===== config.mk =====
export PLATFORM = sky130hd
export DESIGN_NAME = bmrd_ctrl
export DESIGN_NICKNAME = d
export VERILOG_FILES = /design/src/bmrd_pkg.sv /design/src/bmrd_ctrl.sv
export SDC_FILE = /design/constraint.sdc
export NUM_CORES = 1
export LEC_CHECK = 0
export BUFFER_PORTS_ARGS = -buffer_cell sky130_fd_sc_hd__buf_4
export CAP_MARGIN = 20
export CORE_AREA = 3 3 40 42
export DETAILED_ROUTE_END_ITERATION = 6
export DIE_AREA = 0 0 43 45
export GPL_ROUTABILITY_DRIVEN = 0
export HOLD_SLACK_MARGIN = 0.06
export PLACE_DENSITY = 0.39
export RECOVER_POWER = 100
export SLEW_MARGIN = 30
export SYNTH_ARGS = -nofsm -noshare
export SYNTH_HDL_FRONTEND = slang
export SYNTH_SLANG_ARGS = --single-unit

===== constraint.sdc =====
create_clock -name i_clk -period 2.41 [get_ports i_clk]
set_input_delay 0.3615 -clock i_clk [delete_from_list [all_inputs] [get_ports i_clk]]
set_output_delay 0.3615 -clock i_clk [all_outputs]
set_load 0.05 [all_outputs]

===== src/bmrd_pkg.sv =====
// Package for the binary mask rectangular dilation block.
// Holds sizes, operation and register codes, and the controller/datapath link types.
// No dependencies.
`default_nettype none

package bmrd_pkg;

    // Mask geometry.
    localparam int MAX_COLS = 64;
    localparam int MAX_ROWS = 64;
    localparam int COL_AW   = $clog2(MAX_COLS);
    localparam int ROW_AW   = $clog2(MAX_ROWS);

    // Field and register widths.
    localparam int FUNC_W  = 2;
    localparam int IDX_W   = 6;
    localparam int GRID_W  = 7;
    localparam int REACH_W = 6;
    localparam int CFG_AW  = 3;
    localparam int CFG_DW  = 7;

    // Operation codes.
    localparam logic [FUNC_W-1:0] FUNC_CLEAR   = 2'd0;
    localparam logic [FUNC_W-1:0] FUNC_PRESENT = 2'd1;
    localparam logic [FUNC_W-1:0] FUNC_READ    = 2'd2;

    // Configuration register indexes.
    localparam logic [CFG_AW-1:0] CFG_GRID_COLS   = 3'd0;
    localparam logic [CFG_AW-1:0] CFG_GRID_ROWS   = 3'd1;
    localparam logic [CFG_AW-1:0] CFG_REACH_LEFT  = 3'd2;
    localparam logic [CFG_AW-1:0] CFG_REACH_RIGHT = 3'd3;
    localparam logic [CFG_AW-1:0] CFG_REACH_DOWN  = 3'd4;
    localparam logic [CFG_AW-1:0] CFG_REACH_UP    = 3'd5;

    // Commands from the controller to the datapath.
    typedef struct packed {
        logic load;      // capture the accepted item
        logic prep;      // compute rectangle bounds and column span
        logic clear;     // forget every stored row
        logic rd_item;   // read the row named by the item
        logic rd_row;    // read the row under the row counter
        logic wr_row;    // write the widened row back and step the counter
    } t_cmd;

    // Status from the datapath to the controller.
    typedef struct packed {
        logic [FUNC_W-1:0] func;
        logic              hit;       // set source bin inside the grid
        logic              row_last;  // row counter sits on the top row of the rectangle
    } t_status;

endpackage

`default_nettype wire


===== src/bmrd_ctrl.sv =====
// Controller state machine for the binary mask rectangular dilation block.
// Sequences item capture, row read-modify-write passes and result hand-off.
// Depends on bmrd_pkg.
`default_nettype none

module bmrd_ctrl (
    input  wire                logic i_clk,
    input  wire                logic i_rst_n,
    input  wire                logic i_in_valid,
    input  wire                logic i_out_free,
    input  bmrd_pkg::t_status  i_status,
    output logic               o_in_ready,
    output logic               o_out_load,
    output bmrd_pkg::t_cmd     o_cmd
);
    import bmrd_pkg::*;

    localparam logic [2:0] S_IDLE = 3'd0;
    localparam logic [2:0] S_PREP = 3'd1;
    localparam logic [2:0] S_RD   = 3'd2;
    localparam logic [2:0] S_WR   = 3'd3;
    localparam logic [2:0] S_OUT  = 3'd4;

    logic [2:0] r_state;
    logic [2:0] n_state;

    always_comb begin
        n_state    = r_state;
        o_cmd      = '0;
        o_in_ready = 1'b0;
        o_out_load = 1'b0;
        unique case (r_state)
            S_IDLE: begin
                o_in_ready = 1'b1;
                if (i_in_valid) begin
                    o_cmd.load = 1'b1;
                    n_state    = S_PREP;
                end
            end
            S_PREP: begin
                o_cmd.prep = 1'b1;
                n_state    = S_OUT;
                priority if (i_status.func == FUNC_CLEAR) begin
                    o_cmd.clear = 1'b1;
                end else if (i_status.func == FUNC_PRESENT) begin
                    if (i_status.hit) begin
                        n_state = S_RD;
                    end
                end else if (i_status.func == FUNC_READ) begin
                    o_cmd.rd_item = 1'b1;
                end else begin
                    // The unused operation code does nothing but report.
                end
            end
            S_RD: begin
                o_cmd.rd_row = 1'b1;
                n_state      = S_WR;
            end
            S_WR: begin
                o_cmd.wr_row = 1'b1;
                n_state      = i_status.row_last ? S_OUT : S_RD;
            end
            S_OUT: begin
                if (i_out_free) begin
                    o_out_load = 1'b1;
                    n_state    = S_IDLE;
                end
            end
            default: begin
                n_state = S_IDLE;
            end
        endcase
    end

    always_ff @(posedge i_clk) begin
        if (!i_rst_n) begin
            r_state <= S_IDLE;
        end else begin
            r_state <= n_state;
        end
    end

endmodule

`default_nettype wire


==> results.md <==
- DIE AREA: about 1900 sq um
- Hold crit path type: in2reg
- Die H: 45 um
- Core footprint: around 1300 sq um
- Routed WL: between 600 and 700 um
- MaxCap Viol Count: 0
- Area grow syn2layout: 54.3%
- # nets final: 51
- First-pass GRT wire length: 1120 um
- Vias per Instance: around 4.5
- Element type at the critical path end: output pin
- PD cells: 637 nW/um^2
- Slew Limit Fails: 0
- Synth unique cells: 18
- Antenna fix cells: 0
- Final Hold Fails: 0
- Synthesized flop and latch total: 3
- Fin crit share: 0.817
- Detailed Route Iter0 Violations: 6
- Layout cells sized above 1: 0.310
- Vias in the first global route: roughly 270
- Total negative slack: 0 ps
- Grt ovf: 0
- Max frequency: 0.508 GHz
- Commonest non-fill, non-tap cells in the layout: 8 x clkbuf_1, 8 x buf_4
- Seq. cell area: 60.1 sq um
- Crit-path max FO: 9
- Wire per inst: 10.9 um
- Gr usage total: 0.0790
- Filler cells: around 160
- Pre-CTS WS: 888 ps
- Vias: between 200 and 300
- Status: completed
- Clk root buf: clkbuf_4
- Clock slew at reported path FFs: ~30 ps
- Fin crit period: 1970 ps
- Synth Area per Inst: ~8.7 sq um
- Worst EP arrival: 1610 ps
- Initial Utilization: 0.168
- Static power due to leakage: 0.147 nW
- Max clock buf depth: 2
- Worst Max-Slew Pin Slew: roughly 600 ps
- Num ports: 16
- Final setup fails: 0
- Critical path startpoint category: flip-flop
- Setup ws final: approximately 440 ps
- Post-cts sizing count: 0
- Largest net degree at the start of global routing: 12
- CTS tree: done
- Worst vdd rail ir drop: 0.186 mV
- Max reg flops: 3
- CTS Sinks: 3
- Gate Count Post-Synth: 25
- Port bufs: 15
- Area of the multi-input gates: 139 sq um
- Largest Register: r_state
- Antenna Violating Nets Remaining: 0
- CP required: slightly above 2000 ps
- # hold bufs at CTS: 0
- Clock Skews: ~0.24 ps
- TritonCTS Buffers: 3
- Synthesized cell area: 216 sq um
- Row Count: 13
- Clk_lat worst skew: 230 ps
- Postcts setup bufs: 0
- DRC errors left: 0
- Hpwl dp: about 510 um
- Die X: 43 um
- Drt pass-1 iters: 2
- Critical path class: reg2out
- Initial antenna violation count: 0
- Syn. warnings: 0
- Regs by FF count: r_state: 3 flops
- Syn_nets: 33
- Sequential share of the synthesized area: 0.277
- Relative slew slack: 0.603
- H-tree Lvls: 1
- RSZ-0062 raised after global routing: false
-- metrics by stage --
stage | instances | util | area [sq um] | total power [mW] | hold WS [ps]
finish | 57 | 0.260 | 334 | 0.213 | 391
global placement | 53 | 0.270 | 347 | 0.138 | 538
detailed placement | 53 | 0.270 | 347 | 0.138 | 533
CTS | 57 | 0.290 | 373 | 0.229 | 395
global route | 57 | 0.260 | 334 | 0.230 | 393
floorplan | 25 | - | 228 | 0.112 | 514
-- where the power goes --
| group | internal [mW] | switching (mW) |
|---|---|---|
| Combinational | 0.0207 | 0.0476 |
| Sequential | 0.0533 | 0.00603 |
| Clock | 0.0619 | 0.0232 |
| Total | 0.136 | 0.0769 |
-- final cells by class --
type,count,share of cell area
flip-flops and latches,3,0.180
multi-input cells,19,0.416
well taps,15,0.0562
inverters,1,0.0112
clock buffers,4,0.0787
repair buffers,15,0.258
-- cell usage after synthesis (all sizes together) --
cell type	count	area [sq um]
inv	1	3.75
nand2	2	7.51
nor2b	1	6.26
nor2	3	11.3
dfxtp	3	60.1
and3	3	18.8
and4bb	1	12.5
nor3b	1	7.51
o41ai	1	16.3
and2	1	6.26
nor4	1	6.26
nor3	1	5.00
o311ai	1	16.3
nor4b	1	8.76
nand4b	1	8.76
buf	2	12.5
a22o	1	8.76
-- cells by family (layout without fill, tap and decap cells) --
logic type / Yosys count / count (layout) / synth area share
and+or+nand+nor: 16 / 16 / 0.457
AOI/OAI and AO/OA: 3 / 3 / 0.191
DFF: 3 / 3 / 0.277
buffers and inverters: 3 / 20 / 0.0751
-- critical path: stages (launching register included) --
cell and delay, ps:
dfxtp_1 450, nand2_1 180, nor4b_2 250, clkbuf_1 500
-- path summary, 6_finish.rpt --
check	startpoint	end	slack (ps)	cells after the start
hold / removal	i_rst_n	r_state[1]$_SDFFE_PN0P_	390	2
setup / recovery	r_state[0]$_SDFFE_PN0P_	o_cmd[2]	440	3
hold reg to reg	r_state[0]$_SDFFE_PN0P_	r_state[0]$_SDFFE_PN0P_	520	1
setup reg to reg	r_state[1]$_SDFFE_PN0P_	r_state[1]$_SDFFE_PN0P_	1140	3
-- metal layers --
layer  wire (um)  track usage
met1         262       0.0911
met2         305        0.126
met3          51       0.0359
met4           0       0.0361
met5           0            0
Power figures use the tool's default switching activity.
